File: src/rtl/readout_event_decoder_macros.svh
// assertion macros for the readout event decoder
// each macro expects clk_i and rst_ni in scope
`ifndef READOUT_EVENT_DECODER_MACROS_SVH
`define READOUT_EVENT_DECODER_MACROS_SVH

`ifndef SYNTHESIS

// same-cycle implication, checked out of reset
`define RDEC_ASSERT_NOW(lbl, ante, cons) \
  lbl: assert property (@(posedge clk_i) disable iff (!rst_ni) (ante) |-> (cons)) \
    else $error("assertion failed: same-cycle implication");

// next-cycle implication, checked out of reset
`define RDEC_ASSERT_NEXT(lbl, ante, cons) \
  lbl: assert property (@(posedge clk_i) disable iff (!rst_ni) (ante) |=> (cons)) \
    else $error("assertion failed: next-cycle implication");

`else

`define RDEC_ASSERT_NOW(lbl, ante, cons)
`define RDEC_ASSERT_NEXT(lbl, ante, cons)

`endif

`endif

File: src/rtl/rdec_pkg.sv
package rdec_pkg;

  // number of bytes held before the closing byte of an event
  localparam int unsigned StoredBytes = 5;

  // channel map constants
  localparam logic [1:0] T0Group   = 2'd3;
  localparam logic [3:0] T0Chan    = 4'd15;
  localparam logic [5:0] T0Number  = 6'd36;
  localparam logic [3:0] ChansPerGroup = 4'd9;

  // configuration register indexes
  typedef enum logic [0:0] {
    REG_FINE_OFFSET   = 1'b0,
    REG_MEDIUM_OFFSET = 1'b1
  } rdec_reg_e;

  localparam int unsigned CfgIdxW  = 1;
  localparam int unsigned CfgDataW = 5;

  // raw six-byte event as assembled by the front end
  typedef struct packed {
    logic [7:0] b0;
    logic [7:0] b1;
    logic [7:0] b2;
    logic [7:0] b3;
    logic [7:0] b4;
    logic [7:0] b5;
  } rdec_event_t;

  // configured offsets
  typedef struct packed {
    logic [4:0] fine_offset;
    logic [2:0] medium_offset;
  } rdec_cfg_t;

  // queue status seen by the front end, the back end and the checks
  typedef struct packed {
    logic full;
    logic empty;
  } rdec_qstat_t;

  // decoded record
  typedef struct packed {
    logic [5:0]  channel_number;
    logic        channel_valid;
    logic        gain_select;
    logic [9:0]  adc_high_res;
    logic [5:0]  adc_low_res;
    logic [7:0]  adc_pipeline;
    logic [18:0] coarse_count;
    logic [2:0]  medium_count;
    logic [4:0]  fine_count;
    logic [24:0] timestamp;
  } rdec_result_t;

  // fixed remap of the medium count
  function automatic logic [2:0] medium_map(input logic [2:0] code);
    logic [2:0] m;
    case (code)
      3'd0:    m = 3'd6;
      3'd1:    m = 3'd1;
      3'd2:    m = 3'd2;
      3'd3:    m = 3'd5;
      3'd4:    m = 3'd4;
      3'd5:    m = 3'd3;
      3'd6:    m = 3'd0;
      3'd7:    m = 3'd7;
      default: m = 3'd0;
    endcase
    return m;
  endfunction

endpackage

File: src/rtl/rdec_front.sv
module rdec_front
  import rdec_pkg::*;
(
  input  logic        clk_i,
  input  logic        rst_ni,
  input  logic        in_valid_i,
  output logic        in_stall_o,
  input  logic [7:0]  event_byte_i,
  input  rdec_qstat_t qstat_i,
  output logic        push_o,
  output rdec_event_t event_o,
  output logic [2:0]  pos_o
);

  logic [2:0] pos_q, pos_d;
  logic [7:0] store_q [StoredBytes];
  logic       accept;
  logic       last_byte;

  // hold the link only while the queue has no room
  assign in_stall_o = qstat_i.full;
  assign accept     = in_valid_i & ~qstat_i.full;
  assign last_byte  = (pos_q >= 3'(StoredBytes));
  assign push_o     = accept & last_byte;
  assign pos_o      = pos_q;

  // byte position within the event
  always_comb begin
    pos_d = pos_q;
    if (accept) begin
      pos_d = last_byte ? 3'd0 : pos_q + 3'd1;
    end
  end

  always_ff @(posedge clk_i or negedge rst_ni) begin
    if (!rst_ni) begin
      pos_q <= 3'd0;
    end else begin
      pos_q <= pos_d;
    end
  end

  // store the leading bytes
  always_ff @(posedge clk_i) begin
    if (accept && !last_byte) begin
      store_q[pos_q] <= event_byte_i;
    end
  end

  // complete event, closing byte taken straight from the link
  assign event_o = '{
    b0: store_q[0],
    b1: store_q[1],
    b2: store_q[2],
    b3: store_q[3],
    b4: store_q[4],
    b5: event_byte_i
  };

endmodule

File: src/rtl/rdec_queue.sv
module rdec_queue
  import rdec_pkg::*;
#(
  parameter int unsigned Depth = 2
) (
  input  logic        clk_i,
  input  logic        rst_ni,
  input  logic        push_i,
  input  rdec_event_t push_data_i,
  input  logic        pop_i,
  output rdec_event_t pop_data_o,
  output rdec_qstat_t qstat_o
);

  localparam int unsigned AddrW  = (Depth > 1) ? $clog2(Depth) : 1;
  localparam int unsigned CountW = $clog2(Depth + 1);

  rdec_event_t       mem_q [Depth];
  logic [AddrW-1:0]  wr_ptr_q, wr_ptr_d;
  logic [AddrW-1:0]  rd_ptr_q, rd_ptr_d;
  logic [CountW-1:0] count_q, count_d;

  assign qstat_o.full  = (count_q == CountW'(Depth));
  assign qstat_o.empty = (count_q == '0);
  assign pop_data_o    = mem_q[rd_ptr_q];

  // pointer and fill count update
  always_comb begin
    wr_ptr_d = wr_ptr_q;
    rd_ptr_d = rd_ptr_q;
    count_d  = count_q;
    if (push_i) begin
      wr_ptr_d = (wr_ptr_q == AddrW'(Depth - 1)) ? '0 : wr_ptr_q + AddrW'(1);
    end
    if (pop_i) begin
      rd_ptr_d = (rd_ptr_q == AddrW'(Depth - 1)) ? '0 : rd_ptr_q + AddrW'(1);
    end
    if (push_i && !pop_i) begin
      count_d = count_q + CountW'(1);
    end else if (!push_i && pop_i) begin
      count_d = count_q - CountW'(1);
    end
  end

  always_ff @(posedge clk_i or negedge rst_ni) begin
    if (!rst_ni) begin
      wr_ptr_q <= '0;
      rd_ptr_q <= '0;
      count_q  <= '0;
    end else begin
      wr_ptr_q <= wr_ptr_d;
      rd_ptr_q <= rd_ptr_d;
      count_q  <= count_d;
    end
  end

  // entry storage
  always_ff @(posedge clk_i) begin
    if (push_i) begin
      mem_q[wr_ptr_q] <= push_data_i;
    end
  end

endmodule

File: src/rtl/rdec_back.sv
module rdec_back
  import rdec_pkg::*;
(
  input  logic         clk_i,
  input  logic         rst_ni,
  input  rdec_cfg_t    cfg_i,
  input  logic         q_valid_i,
  input  rdec_event_t  q_data_i,
  output logic         pop_o,
  output logic         out_valid_o,
  input  logic         out_stall_i,
  output rdec_result_t result_o
);

  logic         out_valid_q, out_valid_d;
  rdec_result_t result_q, res;

  logic [1:0]  grp;
  logic [3:0]  chan;
  logic [4:0]  fc;
  logic [2:0]  mc;
  logic [1:0]  ma;
  logic [17:0] ca;

  // take a new event when the output register is free or draining
  assign pop_o = q_valid_i & (~out_valid_q | ~out_stall_i);

  // field unpack and decode
  always_comb begin
    grp  = q_data_i.b0[7:6];
    chan = q_data_i.b0[5:2];

    res.gain_select  = q_data_i.b0[1];
    res.adc_high_res = ~{q_data_i.b0[0], q_data_i.b1, q_data_i.b2[7]};
    res.adc_low_res  = ~{q_data_i.b0[0], q_data_i.b1[7:3]};
    res.adc_pipeline = ~{q_data_i.b1[2:0], q_data_i.b2[7:3]};
    res.coarse_count = {q_data_i.b2[2:0], q_data_i.b3, q_data_i.b4};
    res.medium_count = medium_map(q_data_i.b5[7:5]);
    res.fine_count   = ~q_data_i.b5[4:0];

    // channel map, T0 has a number of its own
    if (grp == T0Group && chan == T0Chan) begin
      res.channel_number = T0Number;
      res.channel_valid  = 1'b1;
    end else if (chan < ChansPerGroup) begin
      res.channel_number = {1'b0, grp, 3'b000} + {4'b0000, grp} + {2'b00, chan};
      res.channel_valid  = 1'b1;
    end else begin
      res.channel_number = 6'd0;
      res.channel_valid  = 1'b0;
    end

    // offsets and medium/coarse alignment
    fc = res.fine_count + cfg_i.fine_offset;
    mc = res.medium_count + cfg_i.medium_offset;
    ma = mc[2:1];
    if (mc[0] && fc[4:3] == 2'd0) begin
      ma = mc[2:1] + 2'd1;
    end else if (!mc[0] && fc[4:3] == 2'd3) begin
      ma = mc[2:1] - 2'd1;
    end
    ca = res.coarse_count[18:1];
    if (res.coarse_count[0] && ma == 2'd0) begin
      ca = ca + 18'd1;
    end else if (!res.coarse_count[0] && ma == 2'd3) begin
      ca = ca - 18'd1;
    end
    res.timestamp = {ca, ma, fc};
  end

  // output beat valid
  always_comb begin
    out_valid_d = out_valid_q;
    if (pop_o) begin
      out_valid_d = 1'b1;
    end else if (!out_stall_i) begin
      out_valid_d = 1'b0;
    end
  end

  always_ff @(posedge clk_i or negedge rst_ni) begin
    if (!rst_ni) begin
      out_valid_q <= 1'b0;
    end else begin
      out_valid_q <= out_valid_d;
    end
  end

  // result register
  always_ff @(posedge clk_i) begin
    if (pop_o) begin
      result_q <= res;
    end
  end

  assign out_valid_o = out_valid_q;
  assign result_o    = result_q;

endmodule

File: src/rtl/readout_event_decoder.sv
// channel   direction  handshake              payload
// in        input      in_valid_i/in_stall_o  event_byte_i (one byte per beat)
// out       output     out_valid_o/out_stall_i decoded record fields
// cfg       input      cfg_valid_i/cfg_ready_o cfg_index_i, cfg_data_i
//
// one byte beat per cycle while in_stall_o is low; every sixth byte yields
// one record beat. a record enters the event queue when its closing byte
// is taken and passes on to the output register, which then holds it.
// reset clears the byte position, the queue and the output valid, and sets
// fine_offset to 0 and medium_offset to 1.
// in_stall_o rises only when the event queue (QueueDepth entries) is full.
`include "readout_event_decoder_macros.svh"

module readout_event_decoder
  import rdec_pkg::*;
#(
  parameter int unsigned QueueDepth = 2
) (
  input  logic                clk_i,
  input  logic                rst_ni,

  input  logic                in_valid_i,
  output logic                in_stall_o,
  input  logic [7:0]          event_byte_i,

  output logic                out_valid_o,
  input  logic                out_stall_i,
  output logic [5:0]          channel_number_o,
  output logic                channel_valid_o,
  output logic                gain_select_o,
  output logic [9:0]          adc_high_res_o,
  output logic [5:0]          adc_low_res_o,
  output logic [7:0]          adc_pipeline_o,
  output logic [18:0]         coarse_count_o,
  output logic [2:0]          medium_count_o,
  output logic [4:0]          fine_count_o,
  output logic [24:0]         timestamp_o,

  input  logic                cfg_valid_i,
  output logic                cfg_ready_o,
  input  logic [CfgIdxW-1:0]  cfg_index_i,
  input  logic [CfgDataW-1:0] cfg_data_i
);

  rdec_cfg_t    cfg_q, cfg_d;
  rdec_qstat_t  qstat;
  rdec_event_t  push_data, pop_data;
  rdec_result_t result;
  logic         push, pop;
  logic [2:0]   pos;

  // configuration registers, always ready
  assign cfg_ready_o = 1'b1;

  always_comb begin
    cfg_d = cfg_q;
    if (cfg_valid_i) begin
      case (rdec_reg_e'(cfg_index_i))
        REG_FINE_OFFSET:   cfg_d.fine_offset   = cfg_data_i[4:0];
        REG_MEDIUM_OFFSET: cfg_d.medium_offset = cfg_data_i[2:0];
        default:           cfg_d = cfg_q;
      endcase
    end
  end

  always_ff @(posedge clk_i or negedge rst_ni) begin
    if (!rst_ni) begin
      cfg_q <= '{fine_offset: 5'd0, medium_offset: 3'd1};
    end else begin
      cfg_q <= cfg_d;
    end
  end

  // byte assembly
  rdec_front u_front (
    .clk_i       (clk_i),
    .rst_ni      (rst_ni),
    .in_valid_i  (in_valid_i),
    .in_stall_o  (in_stall_o),
    .event_byte_i(event_byte_i),
    .qstat_i     (qstat),
    .push_o      (push),
    .event_o     (push_data),
    .pos_o       (pos)
  );

  // event queue between assembly and decode
  rdec_queue #(
    .Depth(QueueDepth)
  ) u_queue (
    .clk_i      (clk_i),
    .rst_ni     (rst_ni),
    .push_i     (push),
    .push_data_i(push_data),
    .pop_i      (pop),
    .pop_data_o (pop_data),
    .qstat_o    (qstat)
  );

  // decode and time alignment
  rdec_back u_back (
    .clk_i      (clk_i),
    .rst_ni     (rst_ni),
    .cfg_i      (cfg_q),
    .q_valid_i  (~qstat.empty),
    .q_data_i   (pop_data),
    .pop_o      (pop),
    .out_valid_o(out_valid_o),
    .out_stall_i(out_stall_i),
    .result_o   (result)
  );

  assign channel_number_o = result.channel_number;
  assign channel_valid_o  = result.channel_valid;
  assign gain_select_o    = result.gain_select;
  assign adc_high_res_o   = result.adc_high_res;
  assign adc_low_res_o    = result.adc_low_res;
  assign adc_pipeline_o   = result.adc_pipeline;
  assign coarse_count_o   = result.coarse_count;
  assign medium_count_o   = result.medium_count;
  assign fine_count_o     = result.fine_count;
  assign timestamp_o      = result.timestamp;

  // checks
  `RDEC_ASSERT_NOW(a_pos_range, 1'b1, pos <= 3'(StoredBytes))
  `RDEC_ASSERT_NOW(a_no_overflow, push, !qstat.full || pop)
  `RDEC_ASSERT_NEXT(a_push_lands, push, !qstat.empty)
  `RDEC_ASSERT_NOW(a_out_from_pop, $rose(out_valid_o), $past(pop))

endmodule
File: config.mk
export PLATFORM = sky130hd
export DESIGN_NAME = readout_event_decoder
export DESIGN_NICKNAME = d
export VERILOG_FILES = /design/src/rtl/rdec_pkg.sv /design/src/rtl/rdec_front.sv /design/src/rtl/rdec_queue.sv /design/src/rtl/rdec_back.sv /design/src/rtl/readout_event_decoder.sv
export VERILOG_INCLUDE_DIRS = /design/src /design/src/rtl
export SDC_FILE = /design/constraint.sdc
export NUM_CORES = 1
export LEC_CHECK = 0
export ABC_AREA = 1
export BUFFER_PORTS_ARGS = -buffer_cell sky130_fd_sc_hd__buf_4
export CORE_MARGIN = 2
export CORE_UTILIZATION = 55
export CTS_CLUSTER_DIAMETER = 200
export CTS_CLUSTER_SIZE = 25
export DETAILED_ROUTE_END_ITERATION = 8
export PLACE_DENSITY = 0.74
export SLEW_MARGIN = 25
export SYNTH_ARGS = -nofsm -noshare
export SYNTH_HDL_FRONTEND = slang
export SYNTH_SLANG_ARGS = --single-unit
File: constraint.sdc
create_clock -name clk_i -period 6.1 [get_ports clk_i]
set_input_delay 1.525 -clock clk_i [delete_from_list [all_inputs] [get_ports clk_i]]
set_output_delay 1.525 -clock clk_i [all_outputs]
set_load 0.01 [all_outputs]
==> impl_metrics.ini, run 1 <==
[grt]
grt_max_degree = 50
antenna_found_initial = 0
grt_util_met2_pct = 33.4
use_met3_pct = 2.41
grt_use_total_pct = 19.1
grt-busiest-layer = met2
grtUsageMet1_pct = 25.1
grt_pass1_wl_mm = 28.0
overflow = 0
grt_pass1_vias = 5547

[clock_network]
clockRootBuffer = clkbuf_16
clock-sinks = 226
tritoncts = built
post_cts_buffers = 0
cts-buffers-inserted = 13
holdBufCountCts = 0
clock_latency_ns = 0.47
path_clk_slew_ns = 0.10
clockBufferDepth = 3
h-tree-depth = 1
cts_resized = 0

[place]
place.gp.congestion = 0.909
io_buffers = 104
placed_area_um2 = 10800
dp_slack_ns = 2.20
hpwl_mm = 11.9

[worst_setup_path]
crit_path_frequent_cell = nand2_1
cpLargestDelayFamily = simple AND/OR/NAND/NOR gates
r2r_end = u_back.result_o[13]
rrSetupSlack_ns = 2.19
critPathMaxFanout = 22
cp-endpoint = u_back.result_o[13]
crit_path_cell_trace = inv_2 -> or2_2 -> o21ai_0 -> inv_1 -> fa_1 -> nor2_1 -> inv_1 -> nand2_1 -> nand3_1 -> nand2_2 -> nand2_1 -> nand2_1 -> nand2_1 -> nand2_4 -> nand4_2 -> inv_2 -> o21ai_0 -> nand2_1
worstSetupPathDepth = 18
crit_slowest_cell = dfrtp_2
startpoint = u_queue.rd_ptr_q
slowest_delay_ns = 0.54
crit_arrival_ns = 4.25
worstReg2RegStart = u_queue.rd_ptr_q
worstSetupPathType = reg -> reg
crit_required_ns = 6.44
worstSetupStartpointType = flop
crit_buf_inv = 4
ff2ff_path_depth = 18
endpoint_kind = flop

[die]
floorplan.rows = 48
die_h_um = 138
io_pins = 106
core_area_um2 = 17400
dieArea_um2 = 19000
fp.dieW_um = 138
initial_core_util_pct = 56.6

[sta]
rsz0062_at_grt = no
relSlewSlack_pct = 46.3
final.min_clock_period_ns = 3.91
hold_violations = 0
fin_skew_ns = 0.0197
fmaxAchievable_ghz = 0.256
setup_viol = 0
drv_slew = 0
tightest_slew_ns = 0.805
fin_setup_tns_ns = 0
fin_ws_ns = 2.19
finalCritPeriodShare_pct = 64.0

[power]
pwr-share-seq_pct = 41.8
switching_share_pct = 38.4
power_mw = 5.83
ir_worst_vdd_uv = 375
p_sw_mw = 2.24
leakage_nw = 4.50
clkPwrFrac_pct = 15.3
p_int_mw = 3.59
powerDensity_nw_per_um2 = 522
combPwrFrac_pct = 43.0

[synthesis]
avgSynthCellArea_um2 = 12.6
synthCells = 783
syn_area_um2 = 9860
synth_nets = 818
yosysTopAreaCell = edfxtp_1
synth_edf_count = 210
ys_top_cells_by_area = edfxtp_1 64%, nand2_1 6.8%, dfrtp_1 3.8%
synthArstFlopShare_pct = 7.08
synth_cell_types = 47
synth_warnings = 0
yosys.area.top_type_share_pct = 63.9
synth-seq-cells = 226
ys_seq_area_share_pct = 68.0
ys.flop_type = edfxtp_1

[outcome]
outcome = finished, final reports clean

[detailed_routing]
vias = 5746
drt-total-wl_mm = 17.6
drcViolationCount = 0
wire_per_inst_um = 15.8
drt_iter0_drc = 432
firstDrtPassIters = 4
ant_nets = 0
via_per_inst = 5.15

[final_layout]
mostFrequentLayoutCells = 210 x edfxtp_1, 178 x nand2_1, 110 x buf_4, 73 x inv_1
final_common_cell = edfxtp_1
layout-drive-gt1-share_pct = 21.9
nets = 918
area_growth_pct = 13.2
fin_area_um2 = 11200
diodes = 0

[run]
maxCapViolations = 0

[min_path]
hold_class = reg -> reg
kinds of logic after synthesis:
family	synth area share, %
other cells	0.0380
mux	1.84
xor+xnor	3.37
buf+inv	5.35
fa+ha+maj	2.26
compound gates	3.44
simple gates	15.7
flops	68.0
through the flow:
stage,std cells,util [%],hold WS [ns]
2_1_floorplan,783,-,0.421
3_3_place_gp,1093,61.8,0.423
3_5_place_dp,1093,61.8,0.430
4_1_cts,1115,64.1,0.445
5_1_grt,1115,64.1,0.453
6_report,1115,64.1,0.443
power groups by stage:
| stage | registers (mW) | clock network [mW] | logic (mW) |
|---|---|---|---|
| after global routing | 2.48 | 0.964 | 2.82 |
| after floorplan | 2.58 | 0 | 1.68 |
| after global placement | 2.46 | 0 | 2.47 |
| after CTS | 2.44 | 0.914 | 2.53 |
| after detailed placement | 2.47 | 0 | 2.52 |
| final | 2.43 | 0.891 | 2.50 |
area by class of cell:
type,instances,area (µm²)
sequential,226,6710
fill,1349,6250
multi-input combinational,451,2650
timing repair buffer,110,826
clock buffer,20,352
inverter,81,307
tap,225,282
clock inverter,2,38.8
worst reg2reg max path, cell delays in order, from the launching register on:
cell and delay, ns:
dfrtp_2 0.54, inv_2 0.24, or2_2 0.33, o21ai_0 0.14
inv_1 0.10, fa_1 0.43, nor2_1 0.18, inv_1 0.07
nand2_1 0.08, nand3_1 0.08, nand2_2 0.09, nand2_1 0.07
nand2_1 0.07, nand2_1 0.08, nand2_4 0.11, nand4_2 0.46
inv_2 0.46, o21ai_0 0.16, nand2_1 0.10
cell usage after synthesis, types with 2 or more instances:
library cell / instances
nor3_1: 7
edfxtp_1: 210
buf_6: 5
xor2_1: 32
ha_1: 13
o21ai_0: 23
buf_2: 4
buf_12: 2
or2_2: 7
nand3b_1: 2
buf_4: 14
nor2_2: 3
nor2_4: 3
fa_1: 3
dfrtp_1: 15
o21ai_2: 7
xnor2_1: 6
nand4_1: 7
nand3_1: 42
nand2_1: 178
nor2_1: 44
inv_1: 74
mux2i_1: 17
o21ai_1: 4
nor4_1: 4
o21ai_4: 5
a21oi_1: 7
inv_2: 6
nand2_2: 17
nand2_4: 5
flip-flops by register name (all words and copies together) (netlist names):
signal and cells:
u_queue.count_q 2, u_front.store_q 40, u_queue.mem_q 96, cfg_q 8
u_queue.rd_ptr_q 1, u_front.pos_o 3, u_back.out_valid_o 1, u_back.result_o 74
u_queue.wr_ptr_q 1
routing by layer:
metal  up-vias  wire length (µm)
met2       148              8960
met4         0               350
li1       2851                 -
met5         -                 0
met1      2721              7520
met3        26               808
worst min-delay path by stage:
stage	startpoint	endpoint	slack, ns	cells past startpoint
2_1_floorplan	u_front.store_q[4][2]	u_queue.mem_q[0][10]	0.42	0
6_report	u_front.store_q[0][5]	u_queue.mem_q[1][45]	0.44	0
3_3_place_gp	u_front.store_q[1][2]	u_queue.mem_q[0][34]	0.42	0
4_1_cts	u_front.store_q[0][5]	u_queue.mem_q[1][45]	0.45	0
5_1_grt	u_front.store_q[0][5]	u_queue.mem_q[1][45]	0.45	0
3_5_place_dp	u_front.store_q[1][7]	u_queue.mem_q[1][39]	0.43	0
(Power assumes the default switching activity.)
==> inputs of run 2 (changes only) <==
--- a/config.mk
+++ b/config.mk
@@ -9,11 +9,11 @@
 export ABC_AREA = 1
 export BUFFER_PORTS_ARGS = -buffer_cell sky130_fd_sc_hd__buf_4
 export CORE_MARGIN = 2
-export CORE_UTILIZATION = 55
+export CORE_UTILIZATION = 53
 export CTS_CLUSTER_DIAMETER = 200
 export CTS_CLUSTER_SIZE = 25
 export DETAILED_ROUTE_END_ITERATION = 8
-export PLACE_DENSITY = 0.74
+export PLACE_DENSITY = 0.75
 export SLEW_MARGIN = 25
 export SYNTH_ARGS = -nofsm -noshare
 export SYNTH_HDL_FRONTEND = slang
==> constraint.sdc (replaced) <==
create_clock -name clk_i -period 3.4 [get_ports clk_i]
set_input_delay 0.85 -clock clk_i [delete_from_list [all_inputs] [get_ports clk_i]]
set_output_delay 0.85 -clock clk_i [all_outputs]
set_load 0.01 [all_outputs]
==> run 2 against run 1 <==
  * Routed wire length increased by 4.6%
  * Sequential power increased by 79%
  * Maximum frequency increased by 27%
  * Sequential share of layout area decreased by 0.51 points
  * Global-route usage decreased by 0.25 points
  * Count of clock-buffer cells in the layout decreased by 3
  * Total power increased by 82%
  * Hold slack got worse by 0.22 ns
  * Critical path type unchanged
  * Critical path depth decreased by 1
  * Flip-flop and latch count unchanged
  * Non-clock buffer count increased by 11
==> impl_metrics.ini, run 2 (synthesized netlist as in run 1, its figures left out) <==
[die]
die_h_um = 140
core_area_um2 = 18100
initial_core_util_pct = 54.5
floorplan.rows = 49
fp.dieW_um = 140
io_pins = 106
dieArea_um2 = 19700

[sta]
rsz0062_at_grt = no
fin_ws_ns = 0.326
final.min_clock_period_ns = 3.07
finalCritPeriodShare_pct = 90.4
tightest_slew_ns = 0.781
drv_slew = 0
relSlewSlack_pct = 47.8
holdWs_ns = 0.222
setup_viol = 0
fmaxAchievable_ghz = 0.325
hold_violations = 0
fin_skew_ns = 0.0237

[run]
maxCapViolations = 0

[worst_setup_path]
crit_path_frequent_cell = nand2_1
crit_slowest_cell = dfrtp_2
endpoint_kind = flop
crit_arrival_ns = 3.42
slowest_delay_ns = 0.45
critPathMaxFanout = 17
ff2ff_path_depth = 17
crit_required_ns = 3.74
worstSetupPathType = reg -> reg
worstSetupStartpointType = flop
crit_path_cell_trace = mux2i_1 -> ha_1 -> inv_1 -> fa_1 -> nor2_1 -> inv_1 -> nand2_1 -> nand3_1 -> nand2_2 -> nand2_1 -> nand2_1 -> nand2_1 -> nand2_4 -> nand4_2 -> inv_2 -> o21ai_0 -> nand2_1

[grt]
antenna_found_initial = 0
grt_pass1_wl_mm = 29.2
grt_pass1_vias = 5618
grt_use_total_pct = 18.9
grt_max_degree = 47
overflow = 0

[power]
ir_worst_vdd_uv = 543
leakage_nw = 4.56
combPwrFrac_pct = 44.2
clkPwrFrac_pct = 14.8
powerDensity_nw_per_um2 = 943
pwr-share-seq_pct = 40.9
switching_share_pct = 38.2
p_int_mw = 6.56
p_sw_mw = 4.06
power_mw = 10.6

[final_layout]
layout-drive-gt1-share_pct = 22.8
mostFrequentLayoutCells = 210 x edfxtp_1, 178 x nand2_1, 119 x buf_4, 73 x inv_1
multi_input_area_um2 = 2640
fill_cells = 1406
diodes = 0
largest_register_ffs = 96
utilization_pct = 62.2
register_area_um2 = 6710
regMostFlops = u_queue.mem_q
nets = 929
area_growth_pct = 14.1
final_common_cell = edfxtp_1

[clock_network]
cts_resized = 0
clockRootBuffer = clkbuf_16
clock-sinks = 226
tritoncts = built
holdBufCountCts = 0
h-tree-depth = 1
cts-buffers-inserted = 13
clock_latency_ns = 0.48
post_cts_buffers = 0
clockBufferDepth = 3
path_clk_slew_ns = 0.10

[detailed_routing]
ant_nets = 0
wire_per_inst_um = 16.4
drcViolationCount = 0
drt-total-wl_mm = 18.5
vias = 5758
drt_iter0_drc = 325
via_per_inst = 5.11
firstDrtPassIters = 5

[place]
io_buffers = 104
hpwl_mm = 12.6
dp_slack_ns = 0.363
place.gp.congestion = 0.869

[outcome]
outcome = finished, final reports clean

[min_path]
hold_class = in -> async
-- run 2: changes by cell type in the layout (fill, tap and decap cells not counted), sizes merged --
cell | previous run | this run
clkbuf | 20 | 17
buf | 110 | 121
-- run 2: cell type report --
type,instances,share of cell area (%)
Timing Repair Buffer,121,8.29
Sequential cell,226,59.6
Clock inverter,2,0.345
Tap cell,229,2.55
Clock buffer,17,3.02
Multi-Input combinational cell,451,23.5
Inverter,81,2.72
-- run 2: critical path: cells and delay by family, from the launching register on --
family,cells,cell delay [ns]
AOI/OAI and AO/OA,1,0.13
adders and majority gates,2,0.62
buffers and inverters,3,0.39
and+or+nand+nor,10,1.05
muxes,1,0.28
DFF,1,0.45
-- run 2: path summary, 6_finish.rpt --
path                                             from              endpoint  slack, ns
min in group clk_i              u_front.store_q[2][2]  u_queue.mem_q[0][26]       0.45
worst min-delay path                           rst_ni              cfg_q[3]       0.22
worst min register to register  u_front.store_q[2][2]  u_queue.mem_q[0][26]       0.45
worst max register to register       u_queue.rd_ptr_q    u_back.result_o[9]       0.33
max in group asynchronous                      rst_ni              cfg_q[0]       2.92
worst max-delay path                 u_queue.rd_ptr_q    u_back.result_o[9]       0.33
-- run 2: through the flow --
| step | TNS, ns | cells | area (µm²) |
|---|---|---|---|
| 2_1_floorplan | -30.53 | 783 | 9870 |
| 3_3_place_gp | 0 | 1108 | 10900 |
| 3_5_place_dp | 0 | 1108 | 10900 |
| 4_1_cts | 0 | 1127 | 11300 |
| 5_1_grt | 0 | 1127 | 11300 |
| 6_report | 0 | 1127 | 11300 |
-- run 2: power groups by stage --
| stage | combinational [mW] | sequential [mW] | clock, mW |
|---|---|---|---|
| after floorplan | 3.02 | 4.63 | 0 |
| after global placement | 4.63 | 4.40 | 0 |
| after detailed placement | 4.74 | 4.41 | 0 |
| after CTS | 4.75 | 4.36 | 1.62 |
| after global routing | 5.24 | 4.42 | 1.73 |
| final | 4.70 | 4.35 | 1.58 |
-- run 2: per-layer routing --
metal | vias to the layer above | part of all wire [%] | global-route usage (%)
met3 | 34 | 4.2 | 2.39
met4 | 0 | 3.0 | 6.06
met2 | 161 | 49 | 32.1
met1 | 2701 | 44 | 25.6
li1 | 2862 | - | -
met5 | - | 0 | 0
==> inputs of run 3 (changes only) <==
--- a/config.mk
+++ b/config.mk
@@ -8,6 +8,7 @@
 export LEC_CHECK = 0
 export ABC_AREA = 1
 export BUFFER_PORTS_ARGS = -buffer_cell sky130_fd_sc_hd__buf_4
+export CORE_ASPECT_RATIO = 0.8
 export CORE_MARGIN = 2
 export CORE_UTILIZATION = 53
 export CTS_CLUSTER_DIAMETER = 200
==> run 3 against run 2 <==
  * Sequential power is essentially flat
  * Clock skew rose by 0.0087 ns
  * Clock power barely moved
  * Sequential share of layout area is essentially flat
  * First-iteration DRC count up 90%
  * Via count increased by 3.9%
  * Global-route usage up 0.43 points
  * Worst setup slack worse by 0.0069 ns
  * Design area is essentially flat
  * Largest power group unchanged
==> impl_metrics.ini, run 3 (synthesized netlist as in run 1, its figures left out) <==
[worst_setup_path]
ff2ff_path_depth = 16
endpoint_kind = flop
worstReg2RegStart = u_queue.rd_ptr_q
crit_required_ns = 3.74
critPathMaxFanout = 17
worstSetupStartpointType = flop
worstSetupPathType = reg -> reg
rrSetupSlack_ns = 0.32
cp-endpoint = u_back.result_o[9]
r2r_end = u_back.result_o[9]
crit_arrival_ns = 3.42
startpoint = u_queue.rd_ptr_q

[clock_network]
holdBufCountCts = 0
clockRootBuffer = clkbuf_16
cts-buffers-inserted = 13
clock-sinks = 226
h-tree-depth = 1
cts_resized = 0
post_cts_buffers = 0
clockBufferDepth = 3
path_clk_slew_ns = 0.10
clock_latency_ns = 0.47
tritoncts = built

[min_path]
hold_class = in -> async

[place]
hpwl_mm = 13.0
io_buffers = 104
dp_cells = 1110
place.gp.congestion = 0.941

[power]
powerDensity_nw_per_um2 = 946
combPwrFrac_pct = 44.5
switching_share_pct = 38.5
power_mw = 10.6
p_int_mw = 6.55
p_sw_mw = 4.10
clkPwrFrac_pct = 14.6
pwr-share-seq_pct = 40.9
leakage_nw = 4.56
ir_worst_vdd_uv = 634

[die]
io_pins = 106
floorplan.rows = 44
die_h_um = 126
dieArea_um2 = 19700
initial_core_util_pct = 54.3
fp.dieW_um = 157
core_area_um2 = 18200

[grt]
overflow = 0
grt_pass1_wl_mm = 29.6
grt_pass1_vias = 5645
antenna_found_initial = 0
grt_use_total_pct = 19.3
grt_max_degree = 49

[sta]
setup_viol = 0
relSlewSlack_pct = 38.4
rsz0062_at_grt = no
fmaxAchievable_ghz = 0.325
finalCritPeriodShare_pct = 90.6
drv_slew = 0
final.min_clock_period_ns = 3.08
tightest_slew_ns = 0.921
hold_violations = 0
fin_skew_ns = 0.0324

[run]
maxCapViolations = 0

[detailed_routing]
via_per_inst = 5.31
ant_nets = 0
drt-total-wl_mm = 19.0
firstDrtPassIters = 5
drt_iter0_drc = 619
drcViolationCount = 0
wire_per_inst_um = 16.8
vias = 5981

[final_layout]
largest_register_ffs = 96
area_growth_pct = 14.1
nets = 930
diodes = 0
final_common_cell = edfxtp_1
final_cells = 1127
regMostFlops = u_queue.mem_q
layout-drive-gt1-share_pct = 22.9
mostFrequentLayoutCells = 210 x edfxtp_1, 178 x nand2_1, 120 x buf_4, 73 x inv_1

[outcome]
outcome = finished, final reports clean
[run 3: cell count changes in the layout (fill, tap and decap cells not counted), sizes merged]
cell,change
buf,+1
clkbuf,-1
inv,-1
[run 3: worst max-delay path, cell delays in order (launching register included)]
cell and delay, ns:
dfrtp_2 0.43, buf_4 0.18, mux2i_1 0.29, ha_1 0.35, nand3_1 0.17, nand3_1 0.11, nand2_1 0.08, nand2_1 0.05
nor2_1 0.21, nand2_1 0.11, nand2_1 0.08, nand2_1 0.08, nand2_4 0.11, nand4_2 0.17, inv_2 0.29, o21ai_0 0.14
nand2_1 0.09
[run 3: worst min path at each step]
stage	slack, ns	end	cells after the start	startpoint
6_report	0.23	u_queue.count_q[0]	1	rst_ni
5_1_grt	0.23	u_queue.count_q[0]	1	rst_ni
4_1_cts	0.23	u_queue.count_q[0]	1	rst_ni
3_5_place_dp	0.43	u_queue.mem_q[0][46]	0	u_front.store_q[0][6]
3_3_place_gp	0.42	u_queue.mem_q[0][27]	0	u_front.store_q[2][3]
2_1_floorplan	0.42	u_queue.mem_q[0][10]	0	u_front.store_q[4][2]
[run 3: through the flow]
step / hold slack, ns / setup TNS, ns / setup slack [ns] / utilization (%) / area [µm²]
5_1_grt: 0.234 / 0 / 0.00601 / 61.9 / 11300
3_3_place_gp: 0.423 / 0 / 0.450 / 59.9 / 10900
6_report: 0.229 / 0 / 0.319 / 61.9 / 11300
2_1_floorplan: 0.421 / -30.53 / -0.318 / - / 9870
3_5_place_dp: 0.430 / 0 / 0.361 / 59.9 / 10900
4_1_cts: 0.229 / 0 / 0.349 / 61.9 / 11300
[run 3: per-layer routing]
layer / up-vias / GRT usage, % / wire length [µm]
met5: - / 0 / 0
met4: 0 / 3.45 / 274
li1: 2863 / - / -
met3: 18 / 2.51 / 1090
met1: 2907 / 28.1 / 8440
met2: 193 / 32.0 / 9150
[run 3: power groups by stage]
| stage | Combinational (mW) | Sequential, mW | Clock [mW] |
|---|---|---|---|
| 6_report | 4.74 | 4.35 | 1.55 |
| 5_1_grt | 5.25 | 4.42 | 1.68 |
| 4_1_cts | 4.75 | 4.36 | 1.59 |
| 3_5_place_dp | 4.73 | 4.42 | 0 |
| 3_3_place_gp | 4.65 | 4.39 | 0 |
| 2_1_floorplan | 3.02 | 4.63 | 0 |
[run 3: final cells by class]
| class | instances | area, µm² |
|---|---|---|
| sequential | 226 | 6710 |
| fill | 1403 | 6910 |
| timing repair buffer | 122 | 941 |
| multi-input combinational | 451 | 2640 |
| clock inverter | 1 | 30.0 |
| inverter | 81 | 307 |
| clock buffer | 16 | 337 |
| tap | 230 | 288 |
